--- src/hw/rtl/abcc_pkg.sv ---
// ----------------------------------------------------------------------------
// abcc_pkg: shared types and constants for the adjacent bit count counter
// Holds the table size, the modulus, the cell control group and the
// modular add used by the cells and by the final answer stage.
// ----------------------------------------------------------------------------
package abcc_pkg;

	// rows of the pair-count table, one cell per row
	localparam int MAX_BITS = 128;
	localparam int ROW_W    = (MAX_BITS > 1) ? $clog2(MAX_BITS) : 1;

	// payload widths
	localparam int NBITS_W  = 8;
	localparam int TARGET_W = 7;
	localparam int COUNT_W  = 30;

	localparam logic [COUNT_W-1:0] MODULUS = COUNT_W'(1000000007);

	// control group broadcast to every cell
	typedef struct packed {
		logic load;   // seed the row with the length-one counts
		logic step;   // one table update for the next bit position
		logic shift;  // move every row one place toward cell 0
	} cell_ctl_t;

	// sum of two residues, reduced by one conditional subtraction
	function automatic logic [COUNT_W-1:0] mod_add(input logic [COUNT_W-1:0] a,
		input logic [COUNT_W-1:0] b);
		logic [COUNT_W:0] sum;
		sum = {1'b0, a} + {1'b0, b};
		if (sum >= {1'b0, MODULUS}) begin
			sum = sum - {1'b0, MODULUS};
		end
		return sum[COUNT_W-1:0];
	endfunction

endpackage

--- src/hw/rtl/abcc_cell.sv ---
// ----------------------------------------------------------------------------
// abcc_cell: one row of the pair-count table
// Holds the counts of strings ending in 0 and in 1 for one pair count.
// Takes the ends-in-1 count of the row below on each update and the row
// above when the table is shifted down for readout.
// ----------------------------------------------------------------------------
module abcc_cell (
	input  logic                         clk,
	input  abcc_pkg::cell_ctl_t          ctl,
	input  logic                         seed,      // high for the row of pair count 0
	input  logic [abcc_pkg::COUNT_W-1:0] one_below, // ends-in-1 count of the row below
	input  logic [abcc_pkg::COUNT_W-1:0] zero_above,
	input  logic [abcc_pkg::COUNT_W-1:0] one_above,
	output logic [abcc_pkg::COUNT_W-1:0] zero_cnt,
	output logic [abcc_pkg::COUNT_W-1:0] one_cnt
);

	logic [abcc_pkg::COUNT_W-1:0] zero_q;
	logic [abcc_pkg::COUNT_W-1:0] one_q;

	// row update: seed, extend by one bit, or shift down
	always_ff @(posedge clk) begin
		if (ctl.load) begin
			zero_q <= abcc_pkg::COUNT_W'(seed);
			one_q  <= abcc_pkg::COUNT_W'(seed);
		end else if (ctl.step) begin
			zero_q <= abcc_pkg::mod_add(zero_q, one_q);
			one_q  <= abcc_pkg::mod_add(zero_q, one_below);
		end else if (ctl.shift) begin
			zero_q <= zero_above;
			one_q  <= one_above;
		end
	end

	assign zero_cnt = zero_q;
	assign one_cnt  = one_q;

endmodule

--- config.mk ---
export PLATFORM = sky130hd
export DESIGN_NAME = abcc_cell
export DESIGN_NICKNAME = d
export VERILOG_FILES = /design/src/hw/rtl/abcc_pkg.sv /design/src/hw/rtl/abcc_cell.sv
export SDC_FILE = /design/constraint.sdc
export NUM_CORES = 1
export LEC_CHECK = 0
export BUFFER_PORTS_ARGS = -buffer_cell sky130_fd_sc_hd__buf_4
export CAP_MARGIN = 10
export CORE_MARGIN = 8
export CORE_UTILIZATION = 35
export CTS_BUF_LIST = sky130_fd_sc_hd__clkbuf_8 sky130_fd_sc_hd__clkbuf_16
export CTS_CLUSTER_SIZE = 28
export DETAILED_ROUTE_END_ITERATION = 8
export HOLD_SLACK_MARGIN = 0.08
export PLACE_DENSITY_LB_ADDON = 0.3
export REMOVE_ABC_BUFFERS = 1
export SLEW_MARGIN = 0
export SYNTH_ARGS = -nofsm -noshare
export SYNTH_HDL_FRONTEND = slang
export SYNTH_SLANG_ARGS = --single-unit
--- constraint.sdc ---
create_clock -name clk -period 3.8 [get_ports clk]
set_clock_uncertainty 0.1 [all_clocks]
set_input_delay 0.19 -clock clk [delete_from_list [all_inputs] [get_ports clk]]
set_output_delay 0.19 -clock clk [all_outputs]
set_load 0.05 [all_outputs]
Word level (Yosys, flattened, before mapping)
Cells that the tools add are included.
{"block": "word_totals", "regBits": 60, "in_bits": 95, "output_inout_bits": 60, "word_cells": 20}
{"block": "classes", "add_sub_neg": 4, "order_cmp": 2, "n_mux": 8, "reduce_logical": 2}
{"operator": "30-bit two-way mux", "n": 6}
{"operator": "30-bit by 30-bit adder with 31-bit output", "n": 2}
{"operator": "31-bit by 30-bit greater-or-equal comparator with 1-bit output (second input constant)", "n": 2}
{"operator": "30-bit subtractor (second input constant)", "n": 2}
{"operator": "3-bit nonzero test", "n": 1}
{"operator": "1-bit two-way mux", "n": 2}
{"operator": "2-bit nonzero test", "n": 1}

Depth between registers and ports, before layout
Gate-level depths: netlist of run 1.
{"block": "logic_depth", "depth_word": 5, "mapped_depth": 15, "mapped_depth_nobuf": 13}

Worst setup path before layout of run 1
Ideal clock, no wire load.
{"block": "synth_timing", "path_type": "register to register", "start": "reg zero_q (netlist bit zero_cnt[0])", "end": "reg zero_q (netlist bit zero_cnt[12])", "setup_ps": 86, "t_arrival_ps": 4076, "required_ps": 3614, "slack_ps": -461, "path_stages_with_launch": 15, "path_buffers": 1, "period_less_slack_ps": 4261, "cell_sequence": "edfxtp_1 > ha_1 > fa_1 > a21o_1 > a311oi_2 > or4_1 > a21oi_1 > o211a_1 > or3_1 > a2111o_1 > o2bb2ai_2 > clkbuf_1 > nor3_1 > xnor2_1 > a211oi_1"}
{"block": "synth_between", "elab_chain_cells": 4, "word_cells_on_any_way": 5, "classes_between": "add/sub (2); order compare (1); mux (2)"}
{"element": "start: declaration", "line_no": "abcc_cell.sv:18", "text": "logic [abcc_pkg::COUNT_W-1:0] zero_q;"}
{"element": "start signal: assignment", "line_no": "abcc_cell.sv:24", "text": "zero_q <= abcc_pkg::COUNT_W'(seed);"}
{"element": "start signal: assignment", "line_no": "abcc_cell.sv:27", "text": "zero_q <= abcc_pkg::mod_add(zero_q, one_q);"}
{"element": "start signal: assignment", "line_no": "abcc_cell.sv:30", "text": "zero_q <= zero_above;"}
{"element": "30-bit by 30-bit adder with 31-bit output *", "line_no": "abcc_pkg.sv:30", "text": "sum = {1'b0, a} + {1'b0, b};"}
{"element": "30-bit subtractor / 31-bit by 30-bit greater-or-equal comparator with 1-bit output (equally long branches)", "line_no": "abcc_pkg.sv:32, abcc_pkg.sv:31"}
{"element": "30-bit two-way mux *", "line_no": "abcc_pkg.sv:31", "text": "if (sum >= {1'b0, MODULUS}) begin"}
{"element": "30-bit two-way mux *", "line_no": "abcc_cell.sv:26", "text": "end else if (ctl.step) begin"}
Every way passes the cells marked *; elsewhere a longest branch is shown, timed or not.
A chain may end at the register's enable or synchronous reset.

Final worst setup path of run 1
{"block": "layout_timing", "start": "reg zero_q (netlist bit zero_cnt[0])", "end": "reg zero_q (netlist bit zero_cnt[25])"}
Same word-level chain as after synthesis.

==> results of run 1 <==
cells in the mapped netlist, types with 5 or more instances:
cell / instances
or3_1: 18
a21oi_1: 84
and4_1: 5
o21ai_1: 8
nand2_1: 73
o21a_1: 19
o2111ai_1: 5
xor2_1: 15
mux2i_1: 45
nor4b_1: 8
or4_1: 23
nor2b_1: 25
o22ai_1: 15
a31oi_1: 10
o221ai_1: 6
nand2b_1: 11
inv_1: 22
a221oi_1: 7
ha_1: 62
nor4_1: 10
xnor2_1: 36
and2_1: 18
a311oi_1: 7
o211a_1: 6
and3_1: 12
clkbuf_1: 36
nand3_1: 27
o21ai_0: 45
buf_2: 13
buf_6: 6
a2111oi_0: 5
a211o_1: 6
a211oi_1: 37
dfxtp_1: 58
nor2_1: 70
nor3_1: 36
a21o_1: 31
or2_2: 13
o21bai_1: 7
nand4_1: 23
o211ai_1: 47
a22oi_1: 5
per-layer routing:
metal | up-vias | wire length (um)
li1 | 5257 | -
met1 | 5277 | 16500
met2 | 361 | 18200
met3 | 86 | 2440
met4 | 0 | 1160
met5 | - | 0
sequential cells by signal, summed over array words and instances, names as in the netlist:
register,flops
one_cnt,30
zero_cnt,30
cell type report:
class | instances | area, um^2 | share of cell area
multi-input cells | 965 | 7850 | 0.562
clock buffers | 11 | 264 | 0.0189
clock inverters | 5 | 33.8 | 0.00242
repair buffers | 519 | 4110 | 0.294
well taps | 324 | 405 | 0.0290
flip-flops and latches | 60 | 1230 | 0.0880
inverters | 22 | 82.6 | 0.00591
where the power goes:
group          internal [mW]  total, mW  switching (mW)
logic                   3.43       7.41            3.98
registers              0.788      0.996           0.208
clock network          0.498      0.823           0.325
total                   4.72       9.22            4.51
cells by family after synthesis:
family / count (synthesis)
AO/OA/AOI/OAI: 402
flip-flops: 60
adder cells (fa/ha/maj): 64
buffers and inverters: 85
multiplexers: 47
AND/OR/NAND/NOR: 400
XOR/XNOR: 52
timing repair:
item,4_1_cts,5_1_grt
cloned,1,2
gates resized for setup,110,108
pin swaps,45,68
hold endpoints to repair,7,0
hold buffers,7,0
buffers inserted,32,15
endpoints found under the setup margin,58,60
worst reg2reg max path: cells and delay by family, from the launching register on:
kind | cells | cell delay, ps
buf+inv | 2 | 300
simple gates | 3 | 680
fa+ha+maj | 2 | 590
compound gates | 7 | 1820
xor+xnor | 1 | 160
flops | 1 | 410
path summary, 6_finish.rpt:
path	startpoint	end	slack (ps)	depth (start not counted)
setup / recovery	zero_cnt[0]$_DFFE_PP_	zero_cnt[25]$_SDFFE_PP0P_	-390	15
hold / removal	one_above[27]	one_cnt[27]$_SDFFE_PP0P_	90	3
setup reg to reg	zero_cnt[0]$_DFFE_PP_	zero_cnt[25]$_SDFFE_PP0P_	-390	15
hold reg to reg	one_cnt[29]$_SDFFE_PP0P_	one_cnt[29]$_SDFFE_PP0P_	530	2
==> flow_summary.toml, run 1 <==
[run_status]
outcome = "complete, but fails checks"
violations = "setup timing"

[place]
place_area_um2 = 12100
place_ws_ps = -606
dp_hpwl_mm = 29.5
place_congestion = 0.948
port_buffers = 154
placed_cells = 1838

[cts]
insertion_delay_ps = 340
clock_path_buffers = 2
h-tree-depth = 3
cts.sinks = 60
numCtsBuffers = 9
root_buffer = "clkbuf_16"
cts_tree = "done"
cts.clk_slew.worst_paths_ps = 60

[worst_setup_path]
cp_data_required_time_ps = 3920
worst_setup_path_end_kind = "register"
cp_cell_sequence = "ha_2 -> fa_2 -> a21o_4 -> a311oi_4 -> or4_4 -> a21oi_4 -> o211a_1 -> or3_4 -> a2111o_1 -> o2bb2ai_4 -> buf_6 -> buf_8 -> nor4_4 -> xnor2_1 -> a211oi_2"
criticalPathCategory = "reg2reg"
worst_setup_path_start_kind = "register"
cp_slowest_cell = "edfxtp_1"
crit_family = "compound AO/OA/AOI/OAI gates"
slowest_delay_ps = 410
cp_max_fo = 5
cp.arrival_ps = 4310
cp_num_buf_inv = 2

[global_routing]
globalRouteMet3Util = 0.0356
track_usage = 0.244
grt_max_degree = 55
grtUsageMet1 = 0.316
met2_usage = 0.407
grt_pass1_vias = 10800
grt_busiest_layer = "met2"
antenna_found_initial = 0
grt-ovfl-total = 0
grt_pass1_wl_mm = 57.0

[yosys]
synth_area_leaders = "dfxtp_1, ha_1, mux2i_1"
netlist.top_cell.by_area = "dfxtp_1"
synth_top_area_frac = 0.137
yosysSeqAreaShare = 0.144
avgSynthCellArea_um2 = 7.62
synthMuxAreaShare = 0.0559
synth_xor_area_frac = 0.0547
synth_area_um2 = 8460
synth-compound-area-share = 0.339
synth_top_family_by_area = "compound AO/OA/AOI/OAI gates"
netlist_instances = 1110
yosys_register_bits = 60
async_reset_ff_frac = 0
ys_warn_count = 0
synthDistinctLibCells = 95
synth_edf_count = 2
synth_top_flop_cell = "dfxtp_1"
yosys.area_share.simple = 0.261
synthAdderAreaFrac = 0.0964

[sta]
worst_pin_slew_ps = 1110
period_share = 1.10
period_needed_ps = 4190
hold_ws_ps = 87.1
max_freq_mhz = 239
slew_headroom = 0.258
finalSetupTns_ps = -15830
rsz0062_at_grt = "true"
hold_viol = 0
worst_slack_ps = -385
finalSetupViolations = 60
drv_slew = 0

[cells_and_area]
stdcell_area_um2 = 14000
syn2layout_area_growth_pct = 65.0
most-common-layout-cells = "buf_4, nand2_1, a21oi_1, nor2_1"
drive_gt1_frac = 0.456
final_cell_count_no_fill = 1906
fill_cells = 2083
fin_util = 0.581
nNetsFinal = 1736
final_common_cell = "buf_4"
num_antenna_cells = 0

[route]
first_iter_violations = 931
drtAntennaViolNets = 0
drc = 0
wl_per_cell_um = 20.1
viasPerCell = 5.76
route.vias.total = 11000
routed_wl_mm = 38.3
drt-pass1-iter-count = 6

[power]
vdd_ir_drop_max_v = 0.000257
p_per_area_nw_per_um2 = 661
p_leak_nw = 6.19
total_power_mw = 9.22

[die]
io_pins = 155
die_y_um = 172
initial_utilization = 0.352
core_area_um2 = 24000
row_count = 57
die_w_um = 172
die_area_um2 = 29400

[flow_run]
cap_violations = 0

[min_path]
hold_class = "in2reg"
No activity file was read; power rests on OpenSTA's default activity.
==> inputs of run 2 (changes only) <==
--- a/config.mk
+++ b/config.mk
@@ -5,6 +5,7 @@
 export SDC_FILE = /design/constraint.sdc
 export NUM_CORES = 1
 export LEC_CHECK = 0
+export ABC_AREA = 1
 export BUFFER_PORTS_ARGS = -buffer_cell sky130_fd_sc_hd__buf_4
 export CAP_MARGIN = 10
 export CORE_MARGIN = 8
==> run 2 against run 1 <==
Effect of this change: the flow now finishes without violations; clock-buffer cell count fell by 2; wire length rose by 8.9%; highest routed layer unchanged; non-clock buffer count is 318 lower; critical endpoint is now one_cnt[0]$_DFFE_PP_; sequential share of layout area up 0.73 points; largest power group unchanged; hold slack lost 11 ps; global-route usage decreased by 1.8 points; maximum frequency grew 16%.
==> flow_summary.toml, run 2 <==
[min_path]
min_to = "zero_cnt[9]$_SDFFE_PP0P_"
hold_class = "in2reg"
holdCritStartpoint = "zero_above[9]"
whs_path_depth = 5

[yosys]
synth_top_flop_cell = "dfxtp_1"
yosysMostFrequentCell = "nand2_1"
synth_area_leaders = "nand2_1, dfxtp_1, inv_1"
ys_warn_count = 0
synth_area_um2 = 10500
synth_top_area_frac = 0.324
yosysSeqAreaShare = 0.116
synth_edf_count = 2
netlist.top_cell.by_area = "nand2_1"
synth-compound-area-share = 0.0288
synth_xor_area_frac = 0.0207
synth_top_family_by_area = "simple AND/OR/NAND/NOR gates"
synthAdderAreaFrac = 0.0775
avgSynthCellArea_um2 = 5.03
netlist_instances = 2093
async_reset_ff_frac = 0
synthDistinctLibCells = 36
synth_common_cells = "nand2_1, inv_1, nor2_1"
synthMuxAreaShare = 0
yosys_register_bits = 60
yosys.area_share.simple = 0.616

[sta]
finalSetupViolations = 0
slew_headroom = 0.314
max_freq_mhz = 276
period_needed_ps = 3620
hold_viol = 0
drv_slew = 0
worst_pin_slew_ps = 1030
period_share = 0.953

[place]
dp_hpwl_mm = 34.7
place_congestion = 0.943
port_buffers = 154

[cts]
cts_tree = "done"
clock_path_buffers = 2
root_buffer = "clkbuf_16"
h-tree-depth = 3
cts.sinks = 60
numCtsBuffers = 9
insertion_delay_ps = 340
cts.clk_slew.worst_paths_ps = 60

[cells_and_area]
seq_area_um2 = 1220
multi_input_area_um2 = 7960
nNetsFinal = 2427
final_common_cell = "nand2_1"
most-common-layout-cells = "nand2_1, inv_1, nor2_1"
syn2layout_area_growth_pct = 21.8
num_antenna_cells = 0
fin_util = 0.433
drive_gt1_frac = 0.145
fill_cells = 3423

[worst_setup_path]
cp_cell_sequence = "ha_1 -> nand2_1 -> nor2_1 -> inv_1 -> nor2_1 -> nand3_1 -> nand2_1 -> nand2_1 -> nand2_1 -> nand2_1 -> nor2_1 -> nand2_1 -> nor2_4 -> nor2_8 -> buf_4 -> buf_4 -> nand4_1 -> nand3_1 -> nand2_1 -> o21ai_1"
worstReg2RegEnd = "one_cnt[0]$_DFFE_PP_"
slowest_delay_ps = 430
cp_slowest_cell = "ha_1"
reg2regPathDepth = 20
cp_data_required_time_ps = 3790
startpoint = "zero_cnt[23]$_SDFFE_PP0P_"
worst_setup_path_end_kind = "register"
reg2reg_from = "zero_cnt[23]$_SDFFE_PP0P_"
crit_path_frequent_cell = "nand2_1"
cp_max_fo = 11
cp.arrival_ps = 3610
worst_setup_path_start_kind = "register"
r2r_slack_ps = 180
criticalPathCategory = "reg2reg"

[die]
die_w_um = 189
die_area_um2 = 35900
initial_utilization = 0.355
core_area_um2 = 29600
row_count = 63
die_y_um = 189
io_pins = 155

[global_routing]
antenna_found_initial = 0
grt_max_degree = 76
track_usage = 0.226
grt_pass1_wl_mm = 65.5
grt-ovfl-total = 0
grt_pass1_vias = 12200

[route]
drc = 0
route.vias.total = 13100
viasPerCell = 4.90
routed_wl_mm = 41.7
first_iter_violations = 1058
drtAntennaViolNets = 0
drt-pass1-iter-count = 5
wl_per_cell_um = 15.7

[power]
p_leak_nw = 7.54
total_power_mw = 5.53
p_per_area_nw_per_um2 = 431
vdd_ir_drop_max_v = 0.000266

[run_status]
outcome = "completed"

[flow_run]
cap_violations = 0
==> run 2: cell types whose count changed after synthesis, sizes merged, moves of 44 or more <==
cell / previous run / this run
mux2i: 45 / 0
nand3: 27 / 223
o211ai: 47 / 0
o21ai: 55 / 11
nand2: 73 / 932
nor2: 71 / 268
a21oi: 87 / 42
inv: 22 / 330
==> run 2: critical path: cells and delay by family (launching register included) <==
kind	cells	cell delay (ps)
buf+inv	3	400
simple gates	15	1950
flops	1	420
fa+ha+maj	1	430
compound gates	1	60
==> run 2: layout make-up <==
type / count / share of cell area
flip-flops and latches: 60 / 0.0953
clock inverters: 7 / 0.00780
repair buffers: 201 / 0.123
clock buffers: 9 / 0.0176
well taps: 390 / 0.0380
multi-input cells: 1661 / 0.620
inverters: 335 / 0.0980
==> run 2: worst max path at each step <==
| stage | to | slack (ps) | cells after the start |
|---|---|---|---|
| finish | one_cnt[0]$_DFFE_PP_ | 180 | 20 |
| global route | zero_cnt[0]$_DFFE_PP_ | -1 | 19 |
| CTS | one_cnt[0]$_DFFE_PP_ | 50 | 19 |
| detailed placement | one_cnt[26]$_SDFFE_PP0P_ | 30 | 19 |
| global placement | one_cnt[19]$_SDFFE_PP0P_ | 60 | 19 |
| floorplan | zero_cnt[0]$_DFFE_PP_ | 160 | 20 |
==> run 2: report_power, final <==
part / leakage (nW) / switching, mW / internal (mW)
clock network: 0.160 / 0.353 / 0.579
registers: 0.503 / 0.157 / 0.724
logic: 6.88 / 2.51 / 1.21
total: 7.54 / 3.01 / 2.52
==> run 2: layer usage <==
| metal | global-route usage | vias to the layer above | share of wire |
|---|---|---|---|
| met3 | 0.0357 | 49 | 0.070 |
| met2 | 0.364 | 444 | 0.43 |
| met1 | 0.313 | 5745 | 0.48 |
| li1 | - | 6815 | - |
| met5 | 0 | - | 0 |
| met4 | 0.0487 | 0 | 0.023 |
==> run 2: metrics by stage <==
step           setup TNS [ps]  instances  cell area [um^2]  setup WS [ps]  hold slack [ps]
2_1_floorplan               0       2053             10300            156              248
3_3_place_gp                0       2620             12200           56.7              373
3_5_place_dp                0       2620             12200           25.1              380
4_1_cts                     0       2652             12600           47.9             81.7
5_1_grt                 -1.15       2663             12800          -1.15              100
6_report                    0       2663             12800            178             76.3
==> run 2: timing repair <==
item                                   4_1_cts  5_1_grt
setup buffers                                0        9
endpoints found under the hold margin       16        0
pin swaps                                    1        4
gates cloned                                 1        2
setup endpoints to repair                    4       59
resized for setup                            0       23
hold buffers                                15        0
==> run 2: kinds of logic (layout without fill, tap and decap cells) <==
| logic type | after synthesis | after routing |
|---|---|---|
| AOI/OAI and AO/OA | 57 | 57 |
| xor gates and xnor gates | 24 | 24 |
| adders and majority gates | 64 | 64 |
| buffers and inverters | 375 | 552 |
| DFF | 60 | 60 |
| and+or+nand+nor | 1513 | 1516 |
